`config.mk`:
```
export PLATFORM = sky130hd
export DESIGN_NAME = tcc_front
export DESIGN_NICKNAME = d
export VERILOG_FILES = /design/src/rtl/tcc_pkg.sv /design/src/rtl/tcc_front.sv
export SDC_FILE = /design/constraint.sdc
export NUM_CORES = 1
export LEC_CHECK = 0
export BUFFER_PORTS_ARGS = -buffer_cell sky130_fd_sc_hd__buf_2
export CAP_MARGIN = 40
export CORE_AREA = 2 2 39 41
export DETAILED_ROUTE_END_ITERATION = 6
export DIE_AREA = 0 0 41 43
export PLACE_DENSITY = 0.6
export SYNTH_ARGS = -nofsm -noshare
export SYNTH_HDL_FRONTEND = slang
export SYNTH_SLANG_ARGS = --single-unit
```
`constraint.sdc`:
```
create_clock -name vclk -period 1.35
set_input_delay 0.0675 -clock vclk [all_inputs]
set_output_delay 0.0675 -clock vclk [all_outputs]
set_load 0.01 [all_outputs]
```
`src/rtl/tcc_pkg.sv`:
```
// shared types and constants for the text console character writer
`default_nettype none
package tcc_pkg;

  localparam int COLUMNS_DEF     = 80;
  localparam int ROWS_DEF        = 25;
  localparam int QUEUE_DEPTH_DEF = 2;

  localparam logic [7:0] COLOR_RESET = 8'd15;

  // request action codes
  localparam logic [1:0] ACT_PUT   = 2'd0;
  localparam logic [1:0] ACT_CLEAR = 2'd1;
  localparam logic [1:0] ACT_READ  = 2'd2;

  localparam logic [7:0] CH_NEWLINE = 8'd10;
  localparam logic [7:0] CH_RETURN  = 8'd13;
  localparam logic [7:0] CH_NUL     = 8'd0;

  typedef enum logic [2:0] {
    K_CHAR,
    K_NEWLINE,
    K_RETURN,
    K_NULL,
    K_CLEAR,
    K_READ,
    K_NOP
  } kind_t;

  typedef struct packed {
    kind_t       kind;
    logic [7:0]  ch;
    logic [4:0]  rrow;
    logic [6:0]  rcol;
  } cmd_t;

  typedef struct packed {
    logic full;
    logic empty;
  } q_stat_t;

  typedef struct packed {
    logic init;
  } back_stat_t;

endpackage
`default_nettype wire

```
`src/rtl/tcc_front.sv`:
```
// front end: decodes a request into a command for the back end
`default_nettype none
module tcc_front #(
  parameter int COLUMNS = tcc_pkg::COLUMNS_DEF,
  parameter int ROWS    = tcc_pkg::ROWS_DEF
) (
  input  wire logic [1:0]   in_action,
  input  wire logic [7:0]   in_char_code,
  input  wire logic [4:0]   in_read_row,
  input  wire logic [6:0]   in_read_col,
  output tcc_pkg::cmd_t     cmd
);
  import tcc_pkg::*;

  logic rd_ok;

  assign rd_ok = (32'(in_read_row) < ROWS) && (32'(in_read_col) < COLUMNS);

  always_comb begin
    cmd.ch   = in_char_code;
    cmd.rrow = in_read_row;
    cmd.rcol = in_read_col;
    unique case (in_action)
      ACT_PUT: begin
        unique case (in_char_code)
          CH_NEWLINE: cmd.kind = K_NEWLINE;
          CH_RETURN:  cmd.kind = K_RETURN;
          CH_NUL:     cmd.kind = K_NULL;
          default:    cmd.kind = K_CHAR;
        endcase
      end
      ACT_CLEAR: cmd.kind = K_CLEAR;
      // out of range reads answer zero just like the unused code
      ACT_READ:  cmd.kind = rd_ok ? K_READ : K_NOP;
      default:   cmd.kind = K_NOP;
    endcase
  end

endmodule
`default_nettype wire

```
* After elaboration in Yosys (flattened, before gate mapping) *
Cells that the tools add are included.

word-level totals
  register bits after elaboration = 0
  output and inout port bits = 23

operators by class
  equality and inequality tests = 4
  order comparisons = 2
  multiplexer cells = 3
  reductions and logical operators = 3

operators by type and width
  operator                                                          count
  8-bit by 4-bit == test with 1-bit output (second input constant)  2
  3-bit case mux with 3 select lines                                1
  8-bit logical NOT                                                 1
  7-bit less-than comparator (second input constant)                1
  2-bit case mux with 3 select lines                                1
  5-bit less-than comparator (second input constant)                1
  2-bit by 1-bit == test with 1-bit output (second input constant)  1
  2-bit == test (second input constant)                             1
  2-bit logical NOT                                                 1
  2-bit two-way mux                                                 1
  1-bit logical AND                                                 1

* Logic depth before layout (Yosys ltp) *
  depth after elaboration = 4
  gate-level depth with buffers = 3

* Worst setup path after synthesis *
No wires, ideal clock.

  path type = in2out
  start point = input in_action[0]
  end point = output cmd[20] (netlist bit)
  setup slack = 0.274 ns
  buffers on the path = 0
  required time = 1.283 ns
  arrival = 1.008 ns
  cell stages on the path = 3
  cells stage by stage = or2_1 or4_1 o21ai_0

RTL lines
  element          RTL line         RTL
  start, declared  tcc_front.sv:7   input wire logic [1:0] in_action,
  end, declared    tcc_front.sv:11  output tcc_pkg::cmd_t cmd

==> run_results.csv <==
group,metric,value,unit
status,status,"complete, no violations",
grt,grt_antenna_before_repair,0,
critical_path,endpoint_kind,"output port",
finish,areaGrowthSynthToFinish,27.6,%
die,dieArea,1760,µm²
timing,hold_viol,0,
synth,netlist_instances,32,
synth,synth.yosys.warnings,0,
timing,fin_ws,0.0940,ns
power_and_ir_drop,p_leak,0.165,nW
job,cap_violations,0,
critical_path,worst_ep_required_time,1.28,ns
routing,firstDrtPassIters,1,
clock_network,post_cts_buffers,0,
hold_path,hold_start,"in_read_col[1]",
power_and_ir_drop,seqPwrFrac,0,%
timing,fin_tns_setup,0,ns
timing,fin_crit,1.26,ns
critical_path,crit_type,"input port to output port",
critical_path,critPathLaunchType,"input port",
finish,final_cells,65,
power_and_ir_drop,p_clk_share,0,%
finish,drive_gt1_share,79.6,%
routing,drtIter0Drc,0,
synth,synthesis.nets,54,
power_and_ir_drop,power_density,302,nW/µm²
routing,ant_nets,0,
hold_path,worstHoldPathType,"input port to output port",
finish,num_antenna_cells,0,
routing,vias,262,
synth,syn-cell-area,245,µm²
placement,io_buffers,37,
finish,fin_nets,73,
hold_path,whs_endpoint,"cmd[1]",
grt,grt-ovfl-total,0,
grt,grt_start_max_net_pins,5,
timing,setup_violations,0,
power_and_ir_drop,power_switching,0.0478,mW
routing,drcViolationCount,0,
die,dieWidth,41,µm
finish,post-route-cell-area,313,µm²
timing,final_max_slew_viol_count,0,
placement,dp_worst_setup_slack,0.0684,ns
placement,gp_congestion,0.586,
timing,fin_crit_sh,93.0,%
synth,synth.top_cells.by_area,"buf_4 (61%), a2111oi_2 (6.1%), or4_4 (4.6%)",
grt,grt_pass1_wl,814,µm
synth,yosysTopAreaCellShare,61.2,%
routing,totalWireLength,597,µm
die,rows,14,
die,die_y,43,µm
power_and_ir_drop,power.internal,0.0466,mW
finish,design.seq.count,0,
routing,wl_per_cell,9.18,µm
power_and_ir_drop,combPwrFrac,100.0,%
die,ioPinCount,45,
placement,placed_cells,65,
synth,yosysTopAreaCell,"buf_4",
hold_path,holdPathStages,0,
critical_path,cp_max_fo,2,
grt,grtUsageTotal,6.19,%
routing,via_per_inst,4.03,
die,design.core.area,1380,µm²
timing,tightestPinTransition,0.346,ns
timing,max_slew_margin,76.6,%
critical_path,cp.arrival,1.19,ns
timing,rsz0062_at_grt,"no",
power_and_ir_drop,p_sw_share,50.6,%
synth,ys_seq_area_share,0,%
timing,clock.fmax,0.796,GHz
power_and_ir_drop,vdd_ir_drop_max,58.0,µV
finish,regArea,0,µm²
grt,first_global_vias,196,
synth,postSynthAreaPerCell,7.66,µm²
finish,clock_buffers,0,
placement,placed_area,300,µm²
die,initial_core_util,17.7,%
finish,fill_cells,152,
synth,ys_types,12,
-- layout make-up --
| class | instances | area [µm²] | share of cell area [%] |
|---|---|---|---|
| repair buffers | 37 | 185 | 59.2 |
| multi-input cells | 12 | 108 | 34.4 |
| well taps | 16 | 20.0 | 6.40 |
-- stage by stage --
step           utilization (%)  power [mW]  hold slack, ns
6_report                  22.6      0.0944           0.135
5_1_grt                   22.6       0.104           0.135
4_1_cts                   21.7      0.0936           0.135
3_5_place_dp              21.7      0.0933           0.135
3_3_place_gp              21.7      0.0922           0.135
2_1_floorplan                -      0.0763           0.227
-- power by group through the flow --
stage / clock network (mW) / registers, mW / logic (mW)
final: 0 / 0 / 0.0944
after global routing: 0 / 0 / 0.104
after CTS: 0 / 0 / 0.0936
after detailed placement: 0 / 0 / 0.0933
after global placement: 0 / 0 / 0.0922
after floorplan: 0 / 0 / 0.0763
-- cell usage after synthesis --
library cell	n
a2111oi_2	1
buf_4	20
nand3_1	1
nand4b_1	1
o21a_1	1
o21ai_0	2
o311ai_0	1
or2_1	1
or3_1	1
or4_1	1
or4_4	1
xor2_1	1
-- cells in the final DEF, fill, tap and decap left out --
cell,netlist,layout
or3_1,1,1
or2_1,1,1
nand3_1,1,1
o311ai_0,1,1
xor2_1,1,1
nand4b_1,1,1
buf_2,0,37
o21a_1,1,1
o21ai_0,2,2
or4_4,1,1
a2111oi_4,0,1
or4_1,1,1
-- worst max path at each step --
stage | to | start | slack, ns | cells after the start
2_1_floorplan | cmd[20] | in_action[0] | 0.27 | 3
4_1_cts | cmd[21] | in_char_code[0] | 0.06 | 5
3_3_place_gp | cmd[21] | in_char_code[5] | 0.09 | 5
3_5_place_dp | cmd[21] | in_char_code[5] | 0.07 | 5
5_1_grt | cmd[21] | in_char_code[5] | 0.03 | 5
6_report | cmd[21] | in_char_code[5] | 0.09 | 5
-- repair_timing --
action | in CTS | in global routing
gates resized for setup | 0 | 1
endpoints found under the setup margin | 0 | 1
hold buffers | 0 | 0
-- metal layers --
layer	part of all wire, %	wire, µm	vias up	track usage (%)
met5	0	0	-	0
li1	-	-	129	-
met4	0	0	0	0
met2	48	289	26	12.5
met3	17	104	0	0
met1	34	203	107	6.96
-- cells by family after synthesis --
| kind of cell | share of synthesized area, % |
|---|---|
| simple gates | 18.4 |
| compound gates | 16.8 |
| buf+inv | 61.2 |
| xor+xnor | 3.57 |
-- worst max-delay path: stages --
cell and delay, ns:
buf_2 0.10, or4_4 0.55, a2111oi_4 0.21, o21a_1 0.14
buf_2 0.12
Note: power is estimated with default switching activity, not from simulation.
