File: src/rtl/tcc_pkg.sv
// shared types and constants for the text console character writer
`default_nettype none
package tcc_pkg;

  localparam int COLUMNS_DEF     = 80;
  localparam int ROWS_DEF        = 25;
  localparam int QUEUE_DEPTH_DEF = 2;

  localparam logic [7:0] COLOR_RESET = 8'd15;

  // request action codes
  localparam logic [1:0] ACT_PUT   = 2'd0;
  localparam logic [1:0] ACT_CLEAR = 2'd1;
  localparam logic [1:0] ACT_READ  = 2'd2;

  localparam logic [7:0] CH_NEWLINE = 8'd10;
  localparam logic [7:0] CH_RETURN  = 8'd13;
  localparam logic [7:0] CH_NUL     = 8'd0;

  typedef enum logic [2:0] {
    K_CHAR,
    K_NEWLINE,
    K_RETURN,
    K_NULL,
    K_CLEAR,
    K_READ,
    K_NOP
  } kind_t;

  typedef struct packed {
    kind_t       kind;
    logic [7:0]  ch;
    logic [4:0]  rrow;
    logic [6:0]  rcol;
  } cmd_t;

  typedef struct packed {
    logic full;
    logic empty;
  } q_stat_t;

  typedef struct packed {
    logic init;
  } back_stat_t;

endpackage
`default_nettype wire

File: src/rtl/tcc_queue.sv
// short command queue between front and back end
`default_nettype none
module tcc_queue #(
  parameter int DEPTH = tcc_pkg::QUEUE_DEPTH_DEF
) (
  input  wire logic            clk,
  input  wire logic            rst_n,
  input  wire logic            push,
  input  wire tcc_pkg::cmd_t   push_data,
  input  wire logic            pop,
  output tcc_pkg::cmd_t        head,
  output tcc_pkg::q_stat_t     stat
);
  import tcc_pkg::*;

  localparam int PW = $clog2(DEPTH);
  localparam int NW = $clog2(DEPTH + 1);
  localparam logic [PW-1:0] PTR_LAST = PW'(DEPTH - 1);

  cmd_t          q_r [DEPTH];
  logic [PW-1:0] wr_ptr_r, wr_ptr_nxt;
  logic [PW-1:0] rd_ptr_r, rd_ptr_nxt;
  logic [NW-1:0] count_r, count_nxt;

  assign head       = q_r[rd_ptr_r];
  assign stat.full  = (count_r == NW'(DEPTH));
  assign stat.empty = (count_r == '0);

  always_comb begin
    wr_ptr_nxt = wr_ptr_r;
    rd_ptr_nxt = rd_ptr_r;
    count_nxt  = count_r;
    if (push) begin
      wr_ptr_nxt = (wr_ptr_r == PTR_LAST) ? '0 : wr_ptr_r + 1'b1;
    end
    if (pop) begin
      rd_ptr_nxt = (rd_ptr_r == PTR_LAST) ? '0 : rd_ptr_r + 1'b1;
    end
    if (push && !pop) begin
      count_nxt = count_r + 1'b1;
    end else if (pop && !push) begin
      count_nxt = count_r - 1'b1;
    end
  end

  always_ff @(posedge clk) begin
    if (!rst_n) begin
      wr_ptr_r <= '0;
      rd_ptr_r <= '0;
      count_r  <= '0;
    end else begin
      wr_ptr_r <= wr_ptr_nxt;
      rd_ptr_r <= rd_ptr_nxt;
      count_r  <= count_nxt;
    end
  end

  always_ff @(posedge clk) begin
    if (push) begin
      q_r[wr_ptr_r] <= push_data;
    end
  end

`ifndef ASSERT_OFF
  a_no_overflow: assert property (@(posedge clk) disable iff (!rst_n)
    !(push && stat.full && !pop))
    else $error("queue push while full");

  a_no_underflow: assert property (@(posedge clk) disable iff (!rst_n)
    !(pop && stat.empty))
    else $error("queue pop while empty");
`endif

endmodule
`default_nettype wire

File: config.mk
export PLATFORM = sky130hd
export DESIGN_NAME = tcc_queue
export DESIGN_NICKNAME = d
export VERILOG_FILES = /design/src/rtl/tcc_pkg.sv /design/src/rtl/tcc_queue.sv
export SDC_FILE = /design/constraint.sdc
export NUM_CORES = 1
export LEC_CHECK = 0
export BUFFER_PORTS_ARGS = -buffer_cell sky130_fd_sc_hd__buf_2
export CAP_MARGIN = 40
export CORE_ASPECT_RATIO = 1.2
export CORE_MARGIN = 1.5
export CORE_UTILIZATION = 54
export DETAILED_ROUTE_END_ITERATION = 16
export MAX_ROUTING_LAYER = met4
export PLACE_DENSITY = 0.91
export SETUP_SLACK_MARGIN = 0.05
export SLEW_MARGIN = 20
export SYNTH_ARGS = -nofsm -noshare
export SYNTH_HDL_FRONTEND = slang
export SYNTH_SLANG_ARGS = --single-unit
File: constraint.sdc
create_clock -name clk -period 3.8 [get_ports clk]
set_clock_uncertainty 0.05 [all_clocks]
set_input_delay 0.19 -clock clk [delete_from_list [all_inputs] [get_ports clk]]
set_output_delay 0.19 -clock clk [all_outputs]
set_load 0.02 [all_outputs]
=== Yosys cells after proc, flatten, opt, wreduce, memory -nomap -nowiden ===
Memories as Yosys holds them, arrays and structs flattened. A register that Yosys moved wholly into a read port is not among the register bits.
Index checks and enable logic that the tools add are counted.

* Memories: 1
* Memory bits (read-only): 0
* Register bits: 4
* Latch bits: 0
* Input port bits: 27
* Memory bits (writable): 46
* Word-level logic and storage cells: 23

{| class="wikitable"
|+ Memory list
! memory !! words !! bits a word !! read ports !! clocked after Yosys merged registers in !! write ports !! line !! text
|-
| q_r || 2 || 23 || 1 || 1 || 1 || tcc_queue.sv:20 || <nowiki>cmd_t q_r [DEPTH];</nowiki>
|}

* Bitwise gates (word level): 0
* Magnitude comparators: 0
* Divide/modulo/power cells: 0
* Reduce and logical (&&, ||, !) cells: 6
* Shift-type cells: 0
* Equal/unequal tests: 1
* $add $sub $neg: 4
* Multipliers: 0
* Multiplexer cells: 8

{| class="wikitable"
|+ Operator list
! kind !! number
|-
| 2-to-1 mux 1 bit || 6
|-
| 2-to-1 mux 2 bit || 2
|-
| adder 1 bit, second input constant || 2
|-
| adder 2 x 1 -> 2 bit, second input constant || 1
|-
| == test 2 bit, second input constant || 1
|-
| logical AND 1 bit || 2
|-
| logical NOT 1 bit || 2
|-
| logical NOT 2 bit || 1
|-
| nonzero test 2 bit || 1
|-
| subtractor 2 x 1 -> 2 bit, second input constant || 1
|}

=== Longest topological paths before layout ===
Gate-level depths: netlist of the first run.

* Depth in word-level cells: 4
* Mapped depth: 5

=== Worst setup path after synthesis of the first run ===
No wires, ideal clock.

* Path kind: register to register
* Start point: register wr_ptr_r
* End point: memory q_r[0][0] (netlist bit), enable pin
* Clock period less this slack: 1.840 ns
* Stages on the path, launching flop included: 2
* Data arrival time: 1.384 ns
* Path buffers: 0
* Path slack: 1.960 ns
* Setup time: 0.407 ns
* Cell sequence: dfxtp_1 -> nor2b_1

{| class="wikitable"
|+ RTL lines
! item !! line !! text
|-
| from (decl) || tcc_queue.sv:21 || <nowiki>logic [PW-1:0] wr_ptr_r, wr_ptr_nxt;</nowiki>
|-
| from (signal assigned) || tcc_queue.sv:52 || <nowiki>wr_ptr_r <= wr_ptr_nxt;</nowiki>
|-
| to (decl) || tcc_queue.sv:20 ||
|}

Straight into the memory's write port.

==> metrics.cfg, run 1 <==
[worst_hold_path]
hp-class=input pin to flop
min_from=push_data[14]
holdPathStages=1
holdPathEnd=q_r[1][14]$_DFFE_PP_

[sta]
max_slew_margin_pct=57.53
rsz0062_at_grt=false
fmax_ghz=0.5334
final_max_slew_viol_count=0
timing.final.crit_share_pct=49.33
setup_viol=0
tightest_slew_ns=0.6342
period_needed_ns=1.875
hold_viol_final=0
finalSetupTns_ns=0

[final_layout]
diodes=0
area_growth_syn_to_layout_pct=25.03
final_cell_mix=51 x buf_2, 46 x edfxtp_1, 23 x mux2_2
final_common_cell=buf_2
drive_gt1_share_pct=55.41
fin_nets=184
fill_cells=219

[pwr]
power_w=0.001138
powerDensity_mw_per_mm2=485.7
pwr-share-clk_pct=28.2
power.switching_w=0.0002846
p_sw_share_pct=25.00
seq_power_share_pct=57.9
p_int_w=0.0008536
p_leak_nw=0.9067
peakVddDrop_uv=396.2
pwr-share-comb_pct=13.9

[synth]
synthCells=93
synth_warnings=0
yosysTopAreaCellShare_pct=73.70
yosysSeqAreaShare_pct=79.04
synthesis.area_mm2=0.001874
ys_types=16
yosysTopAreaCell=edfxtp_1
syn_area_per_cell_um2=20.15
synth_seq_cells=51
syn-num-nets=121
synthTopCellsByArea=edfxtp_1 74%, mux2_2 14%, dfxtp_1 5.3%

[place]
place.gp.congestion=0.6572
dp_hpwl_mm=2.119
numPortBuffers=51

[global_routing]
grt_pass1_vias=999
grt_usage_pct=17.32
antenna_found_initial=0
grt_pass1_wl_mm=4.519
grt_overflow=0
grt_max_degree=19

[route]
wl_met2_mm=1.661
vias=1003
ant_nets=0
wl_per_cell_um=15.45
first_pass_iters=5
routed.top_layer=met4
drtIter0Drc=17
wl_met3_um=144
met1_length_mm=1.123
wl_mm=2.997
viasPerCell=5.170
drc=0

[die]
die_w_um=56.78
die_area_mm2=0.003835
initial_core_util_pct=56.15
pin_count=52
core.rowCount=23
core_area_mm2=0.003338
fp.dieH_um=67.54

[critical_path]
worstSetupPathType=flop to output pin
reg2reg_from=wr_ptr_r$_SDFFE_PN0P_
ff2ff_setup_slack_ns=2.31
cp-start-kind=flop
crit_path_cell_trace=buf_8 > mux2_2 > buf_2
slowest_delay_ns=0.58
r2r_cells=2
cp_max_fo=15
cp.arrival_ns=1.63
crit_slowest_cell=dfxtp_1
r2r_end=q_r[1][18]$_DFFE_PP_
crit_required_ns=3.56
end_kind=output pin

[clocking]
cts.sinks=51
cts_hold_buffers=1
cts_buffer_depth=2
cts_setup_buffers=0
clk_pin_slew_worst_paths_ns=0.10
worst_skew_pair.late_latency_ns=0.31
cts_max_level=2
tritoncts=yes
numCtsBuffers=5
cts-resized-gates=0
root_buffer=clkbuf_8

[flow_run]
cap_viol_max_count=0

[run_status]
status=complete, no violations

==> worst max-delay path: cells and delay by family (launching register included) <==
kind / cells / cell delay, ns
buffers and inverters: 2 / 0.38
multiplexers: 1 / 0.35
flip-flops: 1 / 0.58
==> synthesized netlist by cell type, drive strengths merged <==
library cell  number
a21boi             1
and2               4
and2b              1
buf                2
dfxtp              5
edfxtp            46
ha                 1
inv                1
mux2              23
nor2               1
nor2b              2
o21a               1
o21ai              1
or3                1
xnor2              1
xor2               2
==> metal layers <==
layer	vias up	GRT usage, %
met2	28	29.36
met4	0	9.593
li1	484	-
met5	-	-
met3	6	5.747
met1	485	17.88
==> metrics by stage <==
stage / hold slack [ns] / setup WS, ns / util [%] / cells / instance area, um2
global placement: 0.3292 / 2.029 / 64.81 / 179 / 2163
floorplan: 0.2389 / 1.960 / - / 93 / 1874
CTS: 0.0004137 / 1.901 / 69.30 / 191 / 2313
global route: 0.003736 / 1.823 / 70.20 / 194 / 2344
detailed placement: 0.3311 / 2.258 / 66.15 / 182 / 2208
finish: 0.008775 / 1.925 / 70.20 / 194 / 2344
==> worst max-delay path by stage <==
stage	start	end	slack [ns]	depth (start not counted)
floorplan	wr_ptr_r$_SDFFE_PN0P_	q_r[0][0]$_DFFE_PP_	1.96	1
global placement	flop	head[3]	2.03	2
detailed placement	flop	head[3]	2.26	3
CTS	flop	head[3]	1.90	3
global route	flop	head[2]	1.82	3
finish	flop	head[3]	1.93	3
==> sequential cells by signal, summed over array words and instances (netlist names), named ones only <==
register,count
count_r,2
q_r,46
wr_ptr_r,1
rd_ptr_r,1
==> cells by family after synthesis <==
logic type               count (synthesis)  share of synthesized area [%]
flip-flops                              51                          79.04
multiplexers                            23                          13.82
AND/OR/NAND/NOR                          9                          3.004
AO/OA/AOI/OAI                            3                          1.068
XOR/XNOR                                 3                          1.402
buffers and inverters                    3                          1.001
adder cells (fa/ha/maj)                  1                         0.6675
==> power by group through the flow <==
stage                     Clock, W  Combinational (W)  Sequential (W)
after floorplan                  0           0.000102        0.000666
after CTS                 0.000328           0.000158        0.000660
after global routing      0.000345           0.000171        0.000662
after global placement           0           0.000139        0.000675
final                     0.000321           0.000158        0.000659
after detailed placement         0           0.000157        0.000672
==> final cells by class <==
| type | instances | area, um2 | share of cell area, % |
|---|---|---|---|
| Clock buffer | 5 | 68.82 | 2.936 |
| Clock inverter | 3 | 26.28 | 1.121 |
| Inverter | 1 | 3.754 | 0.1602 |
| Multi-Input combinational cell | 39 | 376.6 | 16.07 |
| Sequential cell | 51 | 1481 | 63.21 |
| Tap cell | 37 | 46.29 | 1.975 |
| Timing Repair Buffer | 58 | 340.3 | 14.52 |
No activity file was read; power rests on OpenSTA's default activity.
==> inputs of run 2 (changes only) <==
ABC_AREA = 1   (was not set)
CORE_UTILIZATION = 46   (was 54)
PLACE_DENSITY = 0.83   (was 0.91)
clock period = 1.6 ns   (was 3.8 ns; I/O delays follow)
==> metrics.cfg, run 2 <==
[route]
viasPerCell=4.611  ; -11%
ant_nets=0  ; unchanged
wl_per_cell_um=13.33  ; -14%
vias=1125  ; +12%
drc=0  ; unchanged
drtIter0Drc=16  ; -1
first_pass_iters=4  ; -1
wl_mm=3.252  ; +8.5%

[synth]
synthesis.area_mm2=0.001891  ; +0.87%
synth_seq_cells=51  ; unchanged
syn_area_per_cell_um2=17.84  ; -12%
yosysSeqAreaShare_pct=78.36  ; -0.68 points
yosysTopAreaCellShare_pct=73.06  ; -0.63 points
synthCells=106  ; +14%
ys_types=12  ; -4
yosysTopAreaCell=edfxtp_1
synth_warnings=0  ; unchanged
synth_enable_flop_cells=46  ; unchanged
synth_ff_type=edfxtp_1
synth.most_common_cell=edfxtp_1
async_reset_ff_share_pct=0  ; unchanged
synthTopCellsByArea=edfxtp_1 73%, mux2_2 14%, dfxtp_1 5.3%
synthTopCellsByCount=46 x edfxtp_1, 23 x mux2_2, 9 x nor2_1
syn-num-nets=134  ; +11%

[final_layout]
drive_gt1_share_pct=44.21  ; -11 points
final_cell_mix=51 x buf_2, 46 x edfxtp_1, 24 x dlygate4sd3_1
diodes=0  ; unchanged
final_common_cell=buf_2
fill_cells=312  ; +42%
fin_nets=217  ; +18%
seq_area_mm2=0.001485  ; +0.25%
largest_reg_flops=46  ; unchanged
area_growth_syn_to_layout_pct=36.33
final_cell_area_mm2=0.002577  ; +10%
reg_top3=q_r (46), count_r (2)
multi_input_area_um2=359.1  ; -4.7%
fin_util_pct=65.40  ; -4.8 points
regMostFlops=q_r

[clocking]
cts_setup_buffers=0  ; unchanged
cts.sinks=51  ; unchanged
cts_max_level=2  ; unchanged
worst_skew_pair.late_latency_ns=0.29  ; -0.02 ns
tritoncts=yes
numCtsBuffers=5  ; unchanged
clk_pin_slew_worst_paths_ns=0.08  ; -0.02 ns
root_buffer=clkbuf_8
cts_buffer_depth=2  ; unchanged

[pwr]
peakVddDrop_uv=581.2  ; +47%
powerDensity_mw_per_mm2=1013  ; +110%
p_leak_nw=1.021  ; +13%
power_w=0.002610  ; +130%

[sta]
final_max_slew_viol_count=0  ; unchanged
setup_viol=0  ; unchanged
tightest_slew_ns=0.2720  ; -0.3622 ns
max_slew_margin_pct=81.85  ; +24 points
period_needed_ns=1.484
finalSetupTns_ns=0  ; unchanged
rsz0062_at_grt=false
fmax_ghz=0.6738
timing.final.crit_share_pct=92.75
hold_viol_final=0  ; unchanged
layout_setup_ws_ns=0.1160  ; -1.809 ns

[die]
initial_core_util_pct=47.97  ; -8.2 points
core_area_mm2=0.003941  ; +18%
pin_count=52  ; unchanged
die_area_mm2=0.004505  ; +17%
fp.dieH_um=73.23  ; +8.4%
die_w_um=61.52  ; +8.3%
core.rowCount=25  ; +8.7%

[critical_path]
end_kind=output pin
crit_required_ns=1.47  ; -2.09 ns
worstSetupPathType=flop to output pin
cp-start-kind=flop
cp_max_fo=20  ; +5
cp.arrival_ns=1.35  ; -0.28 ns

[place]
place.gp.congestion=0.6680  ; +1.6%
dp_hpwl_mm=2.198  ; +3.7%
numPortBuffers=51  ; unchanged
place_area_mm2=0.002253  ; +2.0%
place_ws_ns=0.3260  ; -1.932 ns

[run_status]
status=complete, no violations

[global_routing]
grt_pass1_vias=1210  ; +21%
antenna_found_initial=0  ; unchanged
grt_max_degree=21  ; +2
grt_pass1_wl_mm=5.112  ; +13%
grt_overflow=0  ; unchanged
grt_usage_pct=16.81  ; -0.51 points

[flow_run]
cap_viol_max_count=0  ; unchanged

[worst_hold_path]
hp-class=input pin to flop

-- run 2: cell count changes after synthesis, sizes merged, moves of 2 or more --
cell / delta
nand2: +8
and2: -4
inv: +7
xor2: -2
nor2b: -2
nor2: +8
-- run 2: report_power, final --
part / switching, W / total [W] / internal (W)
clock network: 0.000365 / 0.000664 / 0.000298
registers: 0.0000259 / 0.00156 / 0.00153
logic: 0.000204 / 0.000389 / 0.000185
total: 0.000595 / 0.00261 / 0.00201
-- run 2: cell type report --
class | instances | share of cell area [%]
tap | 54 | 2.621
clock buffer | 6 | 2.816
timing repair buffer | 78 | 21.55
clock inverter | 2 | 0.2913
sequential | 51 | 57.62
multi-input combinational | 45 | 13.93
inverter | 8 | 1.165
-- run 2: worst paths after layout --
check,startpoint,to,slack (ns),depth (start not counted)
max,flop,head[12],0.12,3
min,push,wr_ptr_r$_SDFFE_PN0P_,0.03,3
max reg2reg,wr_ptr_r$_SDFFE_PN0P_,q_r[1][11]$_DFFE_PP_,0.41,3
min reg2reg,wr_ptr_r$_SDFFE_PN0P_,wr_ptr_r$_SDFFE_PN0P_,0.48,2
-- run 2: per-layer routing --
layer	vias to the layer above	global-route usage, %	share of wire [%]
met2	32	28.42	57
li1	553	-	-
met1	532	17.01	37
met5	-	-	0
met4	0	8.038	2.2
met3	8	5.496	3.9
-- run 2: cells by family (layout without fill, tap and decap cells) --
kind of cell	Yosys count	count (layout)	synth area share, %
flip-flops	51	51	78.36
AO/OA/AOI/OAI	2	2	0.5289
buffers and inverters	10	94	2.780
adder cells (fa/ha/maj)	1	1	0.6617
AND/OR/NAND/NOR	19	19	3.971
multiplexers	23	23	13.70
-- run 2: repair_timing --
item,in CTS,in global routing
hold buffers,24,0
cloned,0,0
resized for setup,1,1
endpoints found under the hold margin,48,0
endpoints found under the setup margin,20,11
-- run 2: worst max-delay path: stages, from the launching register on --
cell	delay, ns
dfxtp_4	0.38
buf_12	0.16
mux2_2	0.35
buf_2	0.16
-- run 2: through the flow --
stage,std cells,hold slack (ns)
final,244,0.03204
after floorplan,106,0.1289
after global placement,212,0.2198
after detailed placement,212,0.2215
after CTS,244,0.02708
after global routing,244,0.03746
